--- src/design/dhcpx_pkg.sv ---
// Shared types, constants and helpers for the DHCP option extractor.
package dhcpx_pkg;

  localparam int MAX_PARAMS_DEF        = 32;
  localparam int LINK_HEADER_BYTES_DEF = 14;

  localparam logic [7:0] OPT_PAD       = 8'd0;
  localparam logic [7:0] OPT_REQ_ADDR  = 8'd50;
  localparam logic [7:0] OPT_PARAM_REQ = 8'h37;
  localparam logic [7:0] OPT_END       = 8'd255;
  localparam logic [7:0] COOKIE_FIRST  = 8'h63;
  localparam int         UDP_HDR_BYTES = 8;

  typedef struct packed {
    logic [7:0] data_byte;
    logic       frame_last;
  } in_t;

  typedef struct packed {
    logic [31:0] requested_ip;
    logic [7:0]  param_code;
    logic [5:0]  param_count;
    logic        run_last;
  } out_t;

  typedef enum logic [2:0] {
    PH_HEADER = 3'd0,
    PH_COOKIE = 3'd1,
    PH_CODE   = 3'd2,
    PH_LEN    = 3'd3,
    PH_DATA   = 3'd4,
    PH_DONE   = 3'd5
  } phase_t;

  typedef enum logic [1:0] {
    EM_PARSE = 2'd0,
    EM_READ  = 2'd1,
    EM_LOAD  = 2'd2
  } emit_state_t;

  // Summary of a frame whose last byte was just taken.
  typedef struct packed {
    logic        done;
    logic        emit;
    logic [31:0] ip;
  } frame_end_t;

  function automatic logic [7:0] cookie_byte(input logic [1:0] idx);
    logic [7:0] b;
    unique case (idx)
      2'd0: b = 8'h63;
      2'd1: b = 8'h82;
      2'd2: b = 8'h53;
      default: b = 8'h63;
    endcase
    return b;
  endfunction

endpackage

--- src/design/dhcpx_code_ram.sv ---
// Code store: one write port, one registered read port.
module dhcpx_code_ram #(
  parameter int DEPTH = 32,
  parameter int AW    = 5
) (
  input  logic          clk,
  input  logic          wr_en,
  input  logic [AW-1:0] wr_addr,
  input  logic [7:0]    wr_data,
  input  logic          rd_en,
  input  logic [AW-1:0] rd_addr,
  output logic [7:0]    rd_data
);

  logic [7:0] mem [DEPTH];

  always_ff @(posedge clk) begin
    if (wr_en) begin
      mem[wr_addr] <= wr_data;
    end
  end

  always_ff @(posedge clk) begin
    if (rd_en) begin
      rd_data <= mem[rd_addr];
    end
  end

endmodule

--- src/design/dhcpx_parser.sv ---
// Byte-serial frame parser: header skip, cookie search and option walk.
module dhcpx_parser #(
  parameter int MAX_PARAMS        = 32,
  parameter int LINK_HEADER_BYTES = 14,
  parameter int AW                = 5,
  parameter int CW                = 6
) (
  input  logic                   clk,
  input  logic                   rst_n,
  input  logic                   in_fire,
  input  dhcpx_pkg::in_t         in_data,
  output logic                   wr_en,
  output logic [AW-1:0]          wr_addr,
  output logic [7:0]             wr_data,
  output dhcpx_pkg::frame_end_t  fe,
  output logic [CW-1:0]          fe_count
);
  import dhcpx_pkg::*;

  localparam logic [16:0] LINK_POS = 17'(LINK_HEADER_BYTES);
  localparam logic [CW-1:0] CNT_MAX = CW'(MAX_PARAMS);

  phase_t       phase_r, phase_nxt;
  logic [15:0]  pos_r, pos_nxt;
  logic [3:0]   ihl_r, ihl_nxt;
  logic [1:0]   cookie_r, cookie_nxt;
  logic [7:0]   opt_r, opt_nxt;
  logic [7:0]   left_r, left_nxt;
  logic [31:0]  addr_r, addr_nxt;
  logic [CW-1:0] cnt_r, cnt_nxt;
  logic [1:0]   found_r, found_nxt;

  logic [7:0]   b;
  logic [3:0]   ihl_eff;
  logic [16:0]  start_pos;
  logic [7:0]   left_dec;

  function automatic logic [1:0] mark_found(input logic [7:0] opt, input logic [1:0] f);
    logic [1:0] r;
    r = f;
    if (opt == OPT_REQ_ADDR) begin
      r[0] = 1'b1;
    end else if (opt == OPT_PARAM_REQ) begin
      r[1] = 1'b1;
    end
    return r;
  endfunction

  assign b         = in_data.data_byte;
  assign ihl_eff   = ({1'b0, pos_r} == LINK_POS) ? b[3:0] : ihl_r;
  assign start_pos = LINK_POS + {11'd0, ihl_eff, 2'b00} + 17'(UDP_HDR_BYTES);
  assign left_dec  = left_r - 8'd1;

  always_comb begin
    phase_nxt  = phase_r;
    pos_nxt    = pos_r;
    ihl_nxt    = ihl_r;
    cookie_nxt = cookie_r;
    opt_nxt    = opt_r;
    left_nxt   = left_r;
    addr_nxt   = addr_r;
    cnt_nxt    = cnt_r;
    found_nxt  = found_r;
    wr_en      = 1'b0;
    wr_addr    = cnt_r[AW-1:0];
    wr_data    = b;

    if (in_fire) begin
      unique case (phase_r)
        PH_HEADER: begin
          ihl_nxt = ihl_eff;
          if ({1'b0, pos_r} + 17'd1 == start_pos) begin
            phase_nxt = PH_COOKIE;
          end
        end
        PH_COOKIE: begin
          if (b == cookie_byte(cookie_r)) begin
            if (cookie_r == 2'd3) begin
              cookie_nxt = 2'd0;
              phase_nxt  = PH_CODE;
            end else begin
              cookie_nxt = cookie_r + 2'd1;
            end
          end else if (b == COOKIE_FIRST) begin
            cookie_nxt = 2'd1;
          end else if (b == OPT_END) begin
            cookie_nxt = 2'd0;
            phase_nxt  = PH_DONE;
          end else begin
            cookie_nxt = 2'd0;
          end
        end
        PH_CODE: begin
          if (b == OPT_END) begin
            phase_nxt = PH_DONE;
          end else if (b != OPT_PAD) begin
            opt_nxt   = b;
            phase_nxt = PH_LEN;
          end
        end
        PH_LEN: begin
          if (opt_r == OPT_REQ_ADDR) begin
            addr_nxt = '0;
          end else if (opt_r == OPT_PARAM_REQ) begin
            cnt_nxt = '0;
          end
          left_nxt = b;
          if (b == 8'd0) begin
            found_nxt = mark_found(opt_r, found_r);
            phase_nxt = (found_nxt == 2'b11) ? PH_DONE : PH_CODE;
          end else begin
            phase_nxt = PH_DATA;
          end
        end
        PH_DATA: begin
          if (opt_r == OPT_REQ_ADDR) begin
            addr_nxt = {addr_r[23:0], b};
          end else if (opt_r == OPT_PARAM_REQ) begin
            if (cnt_r < CNT_MAX) begin
              wr_en   = 1'b1;
              cnt_nxt = cnt_r + CW'(1);
            end
          end
          left_nxt = left_dec;
          if (left_dec == 8'd0) begin
            found_nxt = mark_found(opt_r, found_r);
            phase_nxt = (found_nxt == 2'b11) ? PH_DONE : PH_CODE;
          end
        end
        default: begin
        end
      endcase
      if (pos_r != 16'hFFFF) begin
        pos_nxt = pos_r + 16'd1;
      end
    end
  end

  assign fe.done  = in_fire && in_data.frame_last;
  assign fe.emit  = (found_nxt == 2'b11);
  assign fe.ip    = addr_nxt;
  assign fe_count = cnt_nxt;

  always_ff @(posedge clk) begin
    if (!rst_n || fe.done) begin
      phase_r  <= PH_HEADER;
      pos_r    <= '0;
      ihl_r    <= '0;
      cookie_r <= '0;
      opt_r    <= '0;
      left_r   <= '0;
      addr_r   <= '0;
      cnt_r    <= '0;
      found_r  <= '0;
    end else begin
      phase_r  <= phase_nxt;
      pos_r    <= pos_nxt;
      ihl_r    <= ihl_nxt;
      cookie_r <= cookie_nxt;
      opt_r    <= opt_nxt;
      left_r   <= left_nxt;
      addr_r   <= addr_nxt;
      cnt_r    <= cnt_nxt;
      found_r  <= found_nxt;
    end
  end

endmodule

--- src/design/dhcp_option_extractor_unit.sv ---
// Top level of the DHCP option extractor: parser, code store and result burst.
// Frame bytes are taken one per cycle while parsing; each byte is consumed the cycle it arrives.
// After a frame's last byte with both options seen, the result burst starts: the first code is read
// from the store (unless the code list is empty), then one result per cycle while out_ready is high.
// No request is taken during the burst. A frame without both options starts no burst.
// Reset (rst_n low, synchronous) clears the parse state and the burst sequencer; the code store is not cleared.
module dhcp_option_extractor_unit #(
  parameter int MAX_PARAMS        = dhcpx_pkg::MAX_PARAMS_DEF,
  parameter int LINK_HEADER_BYTES = dhcpx_pkg::LINK_HEADER_BYTES_DEF
) (
  input  logic            clk,
  input  logic            rst_n,
  input  logic            in_valid,
  output logic            in_ready,
  input  dhcpx_pkg::in_t  in_data,
  output logic            out_valid,
  input  logic            out_ready,
  output dhcpx_pkg::out_t out_data
);
  import dhcpx_pkg::*;

  // Address width of the code store and width of the code count (which can reach MAX_PARAMS).
  localparam int AW = (MAX_PARAMS > 1) ? $clog2(MAX_PARAMS) : 1;
  localparam int CW = $clog2(MAX_PARAMS + 1);

  logic          in_fire;
  logic          wr_en;
  logic [AW-1:0] wr_addr;
  logic [7:0]    wr_data;
  frame_end_t    fe;
  logic [CW-1:0] fe_count;

  logic          rd_en;
  logic [AW-1:0] rd_addr;
  logic [7:0]    rd_data;

  emit_state_t   state_r, state_nxt;
  logic [31:0]   ip_r, ip_nxt;
  logic [CW-1:0] cnt_r, cnt_nxt;
  logic [CW-1:0] idx_r, idx_nxt;
  out_t          out_r, out_nxt;
  logic          out_valid_r, out_valid_nxt;

  logic          list_empty;
  logic [CW-1:0] idx_inc;
  logic          is_last;
  logic          can_load;

  // Requests are taken only while the sequencer is not draining a burst.
  assign in_ready = (state_r == EM_PARSE);
  assign in_fire  = in_valid && in_ready;

  dhcpx_parser #(
    .MAX_PARAMS        (MAX_PARAMS),
    .LINK_HEADER_BYTES (LINK_HEADER_BYTES),
    .AW                (AW),
    .CW                (CW)
  ) u_parser (
    .clk      (clk),
    .rst_n    (rst_n),
    .in_fire  (in_fire),
    .in_data  (in_data),
    .wr_en    (wr_en),
    .wr_addr  (wr_addr),
    .wr_data  (wr_data),
    .fe       (fe),
    .fe_count (fe_count)
  );

  dhcpx_code_ram #(
    .DEPTH (MAX_PARAMS),
    .AW    (AW)
  ) u_code_ram (
    .clk     (clk),
    .wr_en   (wr_en),
    .wr_addr (wr_addr),
    .wr_data (wr_data),
    .rd_en   (rd_en),
    .rd_addr (rd_addr),
    .rd_data (rd_data)
  );

  assign list_empty = (cnt_r == '0);
  assign idx_inc    = idx_r + CW'(1);
  assign is_last    = list_empty || (idx_inc == cnt_r);
  // The output register takes a new result when it is empty or being drained.
  assign can_load   = !out_valid_r || out_ready;

  always_comb begin
    state_nxt     = state_r;
    ip_nxt        = ip_r;
    cnt_nxt       = cnt_r;
    idx_nxt       = idx_r;
    out_nxt       = out_r;
    out_valid_nxt = out_valid_r && !out_ready;
    rd_en         = 1'b0;
    rd_addr       = idx_r[AW-1:0];

    unique case (state_r)
      EM_PARSE: begin
        // Frame end with both options: latch the summary and start the burst.
        // The read is issued from EM_READ so that a code written with the last byte is already in the store.
        if (fe.done && fe.emit) begin
          ip_nxt    = fe.ip;
          cnt_nxt   = fe_count;
          idx_nxt   = '0;
          state_nxt = (fe_count == '0) ? EM_LOAD : EM_READ;
        end
      end
      EM_READ: begin
        rd_en     = 1'b1;
        state_nxt = EM_LOAD;
      end
      EM_LOAD: begin
        // Store data for idx_r is held in the read register until it is moved out.
        if (can_load) begin
          out_nxt.requested_ip = ip_r;
          out_nxt.param_code   = list_empty ? 8'd0 : rd_data;
          out_nxt.param_count  = 6'(cnt_r);
          out_nxt.run_last     = is_last;
          out_valid_nxt        = 1'b1;
          if (is_last) begin
            state_nxt = EM_PARSE;
          end else begin
            // Prefetch the next code so that results can leave back to back.
            idx_nxt = idx_inc;
            rd_en   = 1'b1;
            rd_addr = idx_inc[AW-1:0];
          end
        end
      end
      default: begin
        state_nxt = EM_PARSE;
      end
    endcase
  end

  always_ff @(posedge clk) begin
    if (!rst_n) begin
      state_r     <= EM_PARSE;
      out_valid_r <= 1'b0;
      idx_r       <= '0;
      cnt_r       <= '0;
    end else begin
      state_r     <= state_nxt;
      out_valid_r <= out_valid_nxt;
      idx_r       <= idx_nxt;
      cnt_r       <= cnt_nxt;
    end
  end

  always_ff @(posedge clk) begin
    ip_r  <= ip_nxt;
    out_r <= out_nxt;
  end

  assign out_valid = out_valid_r;
  assign out_data  = out_r;

endmodule
--- config.mk ---
export PLATFORM = sky130hd
export DESIGN_NAME = dhcp_option_extractor_unit
export DESIGN_NICKNAME = d
export VERILOG_FILES = /design/src/design/dhcpx_pkg.sv /design/src/design/dhcpx_code_ram.sv /design/src/design/dhcpx_parser.sv /design/src/design/dhcp_option_extractor_unit.sv
export SDC_FILE = /design/constraint.sdc
export NUM_CORES = 1
export LEC_CHECK = 0
export BUFFER_PORTS_ARGS = -buffer_cell sky130_fd_sc_hd__buf_4
export CAP_MARGIN = 15
export CORE_MARGIN = 2
export CORE_UTILIZATION = 55
export CTS_BUF_LIST = sky130_fd_sc_hd__clkbuf_8
export CTS_CLUSTER_DIAMETER = 100
export DETAILED_ROUTE_END_ITERATION = 10
export PLACE_DENSITY = 0.8
export SYNTH_ARGS = -nofsm -noshare
export SYNTH_HDL_FRONTEND = slang
export SYNTH_SLANG_ARGS = --single-unit
--- constraint.sdc ---
create_clock -name clk -period 5 [get_ports clk]
set_clock_uncertainty 0.15 [all_clocks]
set_input_delay 0.5 -clock clk [delete_from_list [all_inputs] [get_ports clk]]
set_output_delay 0.5 -clock clk [all_outputs]
set_load 0.02 [all_outputs]
# --- After elaboration in Yosys (flattened, before gate mapping) ---
# Memory sizes are Yosys's and may differ from the RTL's. A register that Yosys moved wholly into a read port is not among the register bits.
# Index checks and enable logic that the tools add are counted.
classes:
  addsub: 8
  order_cmp: 1
  eq_ne: 31
  n_mux: 74
  bitwise_logic: 1
  reduce_logical: 30
op_table:
  columns: ["op", "count"]
  rows:
  - ["2-to-1 mux 32 bit", 3]
  - ["one-hot mux 32 bit (2 select lines)", 1]
  - ["2-to-1 mux 6 bit", 9]
  - ["2-to-1 mux 3 bit", 11]
  - ["one-hot mux 8 bit (2 select lines)", 2]
  - ["2-to-1 mux 1 bit", 27]
  - ["one-hot mux 6 bit (2 select lines)", 2]
  - ["2-to-1 mux 2 bit", 9]
  - ["adder 16 x 1 -> 17 bit (second input constant)", 1]
  - ["adder 17 x 4 -> 17 bit (second input constant)", 1]
  - ["equality test 17 bit", 1]
  - ["adder 16 x 1 -> 16 bit (second input constant)", 1]
  - ["equality test 16 x 4 -> 1 bit (second input constant)", 1]
  - ["equality test 8 x 6 -> 1 bit (second input constant)", 2]
  - ["zero test 8 bit", 2]
  - ["2-to-1 mux 8 bit", 2]
  - ["!= test 16 bit (second input constant)", 1]
  - ["2-to-1 mux 5 bit", 3]
  - ["one-hot mux 3 bit (5 select lines)", 1]
  - ["adder 6 x 1 -> 6 bit (second input constant)", 2]
  - ["equality test 2 bit (second input constant)", 6]
  - ["zero test 6 bit", 2]
  - ["AND reduction 2 bit", 6]
  - ["equality test 8 x 7 -> 1 bit (second input constant)", 1]
  - ["other kinds (32)", 48]
totals:
  register_bits: 175
  ram_bits: 256
  output_inout_bits: 49
  word_cells: 164
  memories: 1
memory_table:
  columns: ["name", "depth", "word_bits", "read_ports", "rd_ports_with_merged_regs", "write_ports", "line", "source"]
  rows:
  - ["u_code_ram.mem", 32, 8, 1, 1, 1, "dhcpx_code_ram.sv:15", "logic [7:0] mem [DEPTH];"]

# --- Logic depth before layout (Yosys ltp) ---
logic_depth:
  depth_word: 13
  mapped_depth: 16
  mapped_depth_nobuf: 16

# --- Modules after synthesis ---
# A second synthesis with hierarchy kept.
unflattened:
  cells_unflattened: 1148
  area_unflattened_um2: 18102.4
by_module_without_submodules:
  columns: ["mod", "instances", "cells_per_inst", "area_each_um2", "seq_area_each_um2"]
  rows:
  - ["dhcpx_code_ram", 1, 417, 10133.5, 7927.6]
  - ["dhcpx_parser", 1, 513, 4536.9, 1621.6]
  - ["dhcp_option_extractor_unit", 1, 218, 3432.0, 2672.6]

# --- Worst setup path after synthesis ---
# No wires, ideal clock.
synth_timing:
  kind: "reg-to-reg"
  from: "register u_parser.pos_r[1]"
  to: "register u_parser.phase_r[0]"
  setup_time_ns: 0.087
  t_arrival_ns: 3.855
  required_ns: 4.763
  path_slack_ns: 0.907
  path_stages_with_launch: 16
  path_buffers: 0
  synth_period_minus_slack_ns: 4.093
  path_cell_list: "dfxtp_1 > ha_1 > nor4b_1 > nand4_2 > mux2i_1 > ha_1 > xor2_1 > ha_1 > xor2_1 > xnor2_1 > nor4b_1 > nand4_1 > or4_1 > o21a_1 > or4_1 > o31ai_1"
synth_via:
  elab_chain_len: 7
  elab_cells_between_ends: 8
synth_rtl:
  columns: ["element", "line", "source"]
  rows:
  - ["from (decl)", "dhcpx_parser.sv:24", "logic [15:0] pos_r, pos_nxt;"]
  - ["from (signal assigned)", "dhcpx_parser.sv:157", "pos_r <= pos_nxt;"]
  - ["equality test 16 x 4 -> 1 bit", "dhcpx_parser.sv:50", "assign ihl_eff = ({1'b0, pos_r} == LINK_POS) ? b[3:0] : ihl_r;"]
  - ["2-to-1 mux 4 bit", "dhcpx_parser.sv:50", null]
  - ["adder 4 x 6 -> 7 bit", "dhcpx_parser.sv:51", "assign start_pos = LINK_POS + {11'd0, ihl_eff, 2'b00} + 17'(UDP_HDR_BYTES);"]
  - ["adder 17 x 4 -> 17 bit", "dhcpx_parser.sv:51", null]
  - ["equality test 17 bit *", "dhcpx_parser.sv:72", "if ({1'b0, pos_r} + 17'd1 == start_pos) begin"]
  - ["!= test 2 x 1 -> 1 bit (no source line) *", null, null]
  - ["AND reduction 8 bit (no source line) *", null, null]
  - ["to (signal assigned)", "dhcpx_parser.sv:156", "phase_r <= phase_nxt;"]
  - ["to (decl)", "dhcpx_parser.sv:23", "phase_t phase_r, phase_nxt;"]
# Mark *: on every way between the ends. The rest lies on a longest branch, timed or not.
# A chain may end at the register's enable or synchronous reset.

# --- Worst setup path after layout ---
# Same ends and word-level chain as after synthesis.

==> run summary <==
======================================================================================================
Result of the run .......................................................................    completed
Min setup slack post-route ..............................................................    0.4902 ns
Synth Area in XOR/XNOR ..................................................................       1.877%
CTS tree ................................................................................         done
Fin crit period .........................................................................     4.510 ns
Topmost layer with routed signal wires ..................................................         met4
Critical Path Most Common Cell .......................................................... sky130_fd_sc_hd__ha_1
Worst-path cell chain ................................................................... ha_1, nor4b_1, nand4_2, mux2i_2, ha_1, xor2_1, ha_1, xor2_1, xnor2_1, nor4b_1, nand4_1, or4_1, o21a_1, or4_1, o31ai_1
Type of the most critical hold path .....................................................       in2reg
Clock buffer count from CTS .............................................................           68
Hold buffer count at CTS ................................................................            0
Placed wire-length estimate .............................................................     27.78 mm
Pin count of the biggest net entering global routing ....................................           65
Number of core rows .....................................................................           68
List of most frequent post-synthesis cells .............................................. sky130_fd_sc_hd__edfxtp_1 (343), sky130_fd_sc_hd__nand2_1 (196), sky130_fd_sc_hd__nor2_1 (118), sky130_fd_sc_hd__dfxtp_1 (96), sky130_fd_sc_hd__mux2i_1 (87)
Portion of total power attributed to combinational logic ................................         1.7%
Number of design-rule violations left by the first detailed-router iteration ............         1546
Largest family of logic cells by synthesized area ....................................... simple AND/OR/NAND/NOR gates
Critical path class .....................................................................      reg2reg
Share of layout cells above drive strength 1 ............................................       14.36%
Met3 WL .................................................................................     3.864 mm
Detail-routed via count per cell ........................................................        6.194
Biggest cell delay along the critical path ..............................................      0.50 ns
Slowest library cell on the worst path .................................................. sky130_fd_sc_hd__or4_1
Switching Share .........................................................................       21.33%
Utilization after layout ................................................................       62.01%
Share of the synthesized area in the top cell type ......................................       53.11%
Total grt overflow ......................................................................            0
Number of placed I/O pins ...............................................................           62
Die extent in y .........................................................................     191.8 um
Remaining DRCs ..........................................................................            0
Buffer depth of the longest clock path ..................................................            3
Post-synthesis cell area ................................................................   19390 um^2
Skew-Pair Late Insertion Delay ..........................................................      0.60 ns
Minimum setup slack after placement .....................................................    0.5087 ns
Clock share of power ....................................................................        40.4%
Leakage component of the power ..........................................................     6.951 nW
FF+latch count, synth ...................................................................          439
Number of enable flip-flop cells after synthesis ........................................          343
Transition time of the tightest slew-check pin ..........................................    0.9920 ns
Cell taking the most area after synthesis ............................................... sky130_fd_sc_hd__edfxtp_1
Clock transition at the register clock pins on the worst setup and hold paths after CTS .      0.07 ns
Peak ir drop on the vdd network .........................................................    0.1830 mV
Summed negative setup slack over all endpoints ..........................................         0 ns
Number of buffer cells added on primary ports ...........................................           61
Filler instances ........................................................................         2543
Adder and majority cell fraction of the synthesized area ................................       1.161%
Area enclosed by the die boundary .......................................................   36780 um^2
Wirelength per Cell .....................................................................     21.15 um
Max Cap Violations ......................................................................            0
Critical path capture point type ........................................................         flop
Period Utilization, post-route ..........................................................       90.20%
Final number of hold-violating endpoints ................................................            0
Via count of the first global-routing pass ..............................................        12760
Post-synthesis compound-gate area fraction ..............................................       9.858%
Number of warning messages in the yosys log .............................................            0
Final number of max-transition violations ...............................................            0
Power per unit of standard cell area .................................................... 315.4 nW/um^2
Count leader, synth ..................................................................... sky130_fd_sc_hd__edfxtp_1
Nets ....................................................................................         1624
Synth top area cells .................................................................... sky130_fd_sc_hd__edfxtp_1 (53%), sky130_fd_sc_hd__dfxtp_1 (9.9%), sky130_fd_sc_hd__mux2i_1 (4.5%), sky130_fd_sc_hd__mux4_2 (4.3%), sky130_fd_sc_hd__nand2_1 (3.8%)
Critical path startpoint category .......................................................         flop
Antenna Violating Nets Remaining ........................................................            0
RSZ-0062 raised after global routing ....................................................           no
Arrival time at the worst endpoint ......................................................      4.87 ns
Part of the total power dissipated in sequential elements ...............................        57.9%
Fraction of registers with async set/reset ..............................................           0%
Root buffer cell ........................................................................ sky130_fd_sc_hd__clkbuf_8
Met2 wire len ...........................................................................     21.66 mm
Number of antenna violations at the first check in global routing .......................            0
Worst slew margin relative to its limit .................................................       33.63%
Power Total .............................................................................     6.773 mW
Total vias in the final route ...........................................................        12990
N_diodes ................................................................................            0
Mean cell area of the mapped netlist ....................................................   12.68 um^2
Register area share after synthesis .....................................................       63.02%
Wirelength, routed ......................................................................     44.38 mm
GRT Util Overall ........................................................................       24.42%
Top FF cell, synth ...................................................................... sky130_fd_sc_hd__edfxtp_1
Cell-internal power .....................................................................     5.328 mW
Detailed Routing Iterations Pass 1 ......................................................            8
Routed length on met1 ...................................................................     17.82 mm
Starting Density ........................................................................       56.01%
Die width ...............................................................................     191.8 um
Resize count post-CTS ...................................................................            0
Global-route wire length before repair ..................................................     69.37 mm
Switching Power .........................................................................     1.445 mW
Placer congestion estimate ..............................................................       0.8532
Post-synthesis simple-gate area fraction ................................................       12.55%
Placeable core region ...................................................................   34630 um^2
Net count after synthesis ...............................................................         1560
Final setup violation count .............................................................            0
Relative area change from synthesis to final layout .....................................       10.72%
CTS H-Tree Depth ........................................................................            3
Mux share of post-synthesis cell area ...................................................       8.961%
Required time of the critical path ......................................................      5.36 ns
CP Max Fanout ...........................................................................            7
Clock Sink Count ........................................................................          439
Timing-limited maximum frequency ........................................................    221.7 MHz
Number of buffers inserted to repair setup after CTS ....................................            0
Yosys cell types ........................................................................           71
Cells after Synth .......................................................................         1529
======================================================================================================
[area by class of cell]
class	instances	area [um^2]	share of cell area, %
Inverter	22	82.58	0.3846
Multi-Input combinational cell	975	6693	31.17
Clock inverter	45	193.9	0.9032
Clock buffer	75	1032	4.807
Tap cell	455	569.3	2.651
Sequential cell	439	12220	56.93
Timing Repair Buffer	87	678.2	3.158
[power by group through the flow]
stage               clock (mW)  combinational [mW]  sequential (mW)
finish                    2.74               0.115             3.92
global route              2.93               0.126             3.92
CTS                       2.77               0.114             3.92
detailed placement           0               0.114             4.00
global placement             0               0.111             4.00
floorplan                    0              0.0530             4.00
[placed cells by master (no fill, tap or decap), types with 8 or more instances in the layout]
master and count:
sky130_fd_sc_hd__a211oi_1 13, sky130_fd_sc_hd__a21boi_0 9, sky130_fd_sc_hd__a21oi_1 76, sky130_fd_sc_hd__a22o_1 33, sky130_fd_sc_hd__a31oi_1 12, sky130_fd_sc_hd__a32oi_1 28
sky130_fd_sc_hd__and2_1 12, sky130_fd_sc_hd__buf_4 85, sky130_fd_sc_hd__clkbuf_8 75, sky130_fd_sc_hd__clkinv_1 11, sky130_fd_sc_hd__clkinv_2 8, sky130_fd_sc_hd__dfxtp_1 94
sky130_fd_sc_hd__edfxtp_1 343, sky130_fd_sc_hd__ha_1 17, sky130_fd_sc_hd__inv_1 45, sky130_fd_sc_hd__mux2i_1 86, sky130_fd_sc_hd__mux4_2 37, sky130_fd_sc_hd__nand2_1 195
sky130_fd_sc_hd__nand3_1 43, sky130_fd_sc_hd__nand3b_1 8, sky130_fd_sc_hd__nand4_1 11, sky130_fd_sc_hd__nor2_1 118, sky130_fd_sc_hd__nor2b_1 43, sky130_fd_sc_hd__nor3_1 16
sky130_fd_sc_hd__nor4_1 14, sky130_fd_sc_hd__o211ai_1 13, sky130_fd_sc_hd__o21ai_0 43, sky130_fd_sc_hd__o22ai_1 11, sky130_fd_sc_hd__o31ai_1 8, sky130_fd_sc_hd__xnor2_1 26
sky130_fd_sc_hd__xor2_1 13
[flip-flops by register name (all words and copies together) (netlist names), 8 cells and up]
signal              cells
u_parser.left_r         8
u_code_ram.rd_data      8
u_parser.opt_r          8
out_data               47
u_code_ram.mem        256
u_parser.pos_r         16
u_parser.addr_r        32
ip_r                   32
[final timing paths]
path / start / depth (start not counted) / slack, ns / endpoint
worst max-delay path: u_parser.pos_r[1] / 15 / 0.49 / u_parser.phase_r[0]
worst min-delay path: rst_n / 2 / 0.12 / cnt_r[5]
worst max register to register: u_parser.pos_r[1] / 15 / 0.49 / u_parser.phase_r[0]
worst min register to register: ip_r[6] / 0 / 0.27 / out_data[21]
[worst max-delay path: cells and delay by family (launching register included)]
family          cells  cell delay (ns)
mux                 1             0.28
simple gates        6             2.01
flops               1             0.44
fa+ha+maj           3             0.79
xor+xnor            3             0.45
compound gates      2             0.28
[per-stage QoR]
step	hold slack (ns)	instance area, um^2	instances
2_1_floorplan	0.2503	19390	1529
3_3_place_gp	0.2509	20240	1978
3_5_place_dp	0.2545	20240	1978
4_1_cts	0.07581	21470	2098
5_1_grt	0.09478	21470	2098
6_report	0.1177	21470	2098
[kinds of logic (layout without fill, tap and decap cells)]
| family | Yosys count | count (layout) |
|---|---|---|
| AND/OR/NAND/NOR | 512 | 512 |
| AO/OA/AOI/OAI | 279 | 279 |
| XOR/XNOR | 40 | 40 |
| adder cells (fa/ha/maj) | 18 | 18 |
| buffers and inverters | 115 | 229 |
| multiplexers | 126 | 126 |
| flip-flops | 439 | 439 |
[per-layer routing]
layer | track usage (%) | up-vias
li1 | - | 5888
met4 | 8.521 | 0
met1 | 32.97 | 6421
met5 | 0 | -
met2 | 39.99 | 615
met3 | 4.495 | 70
Power figures use the tool's default switching activity.
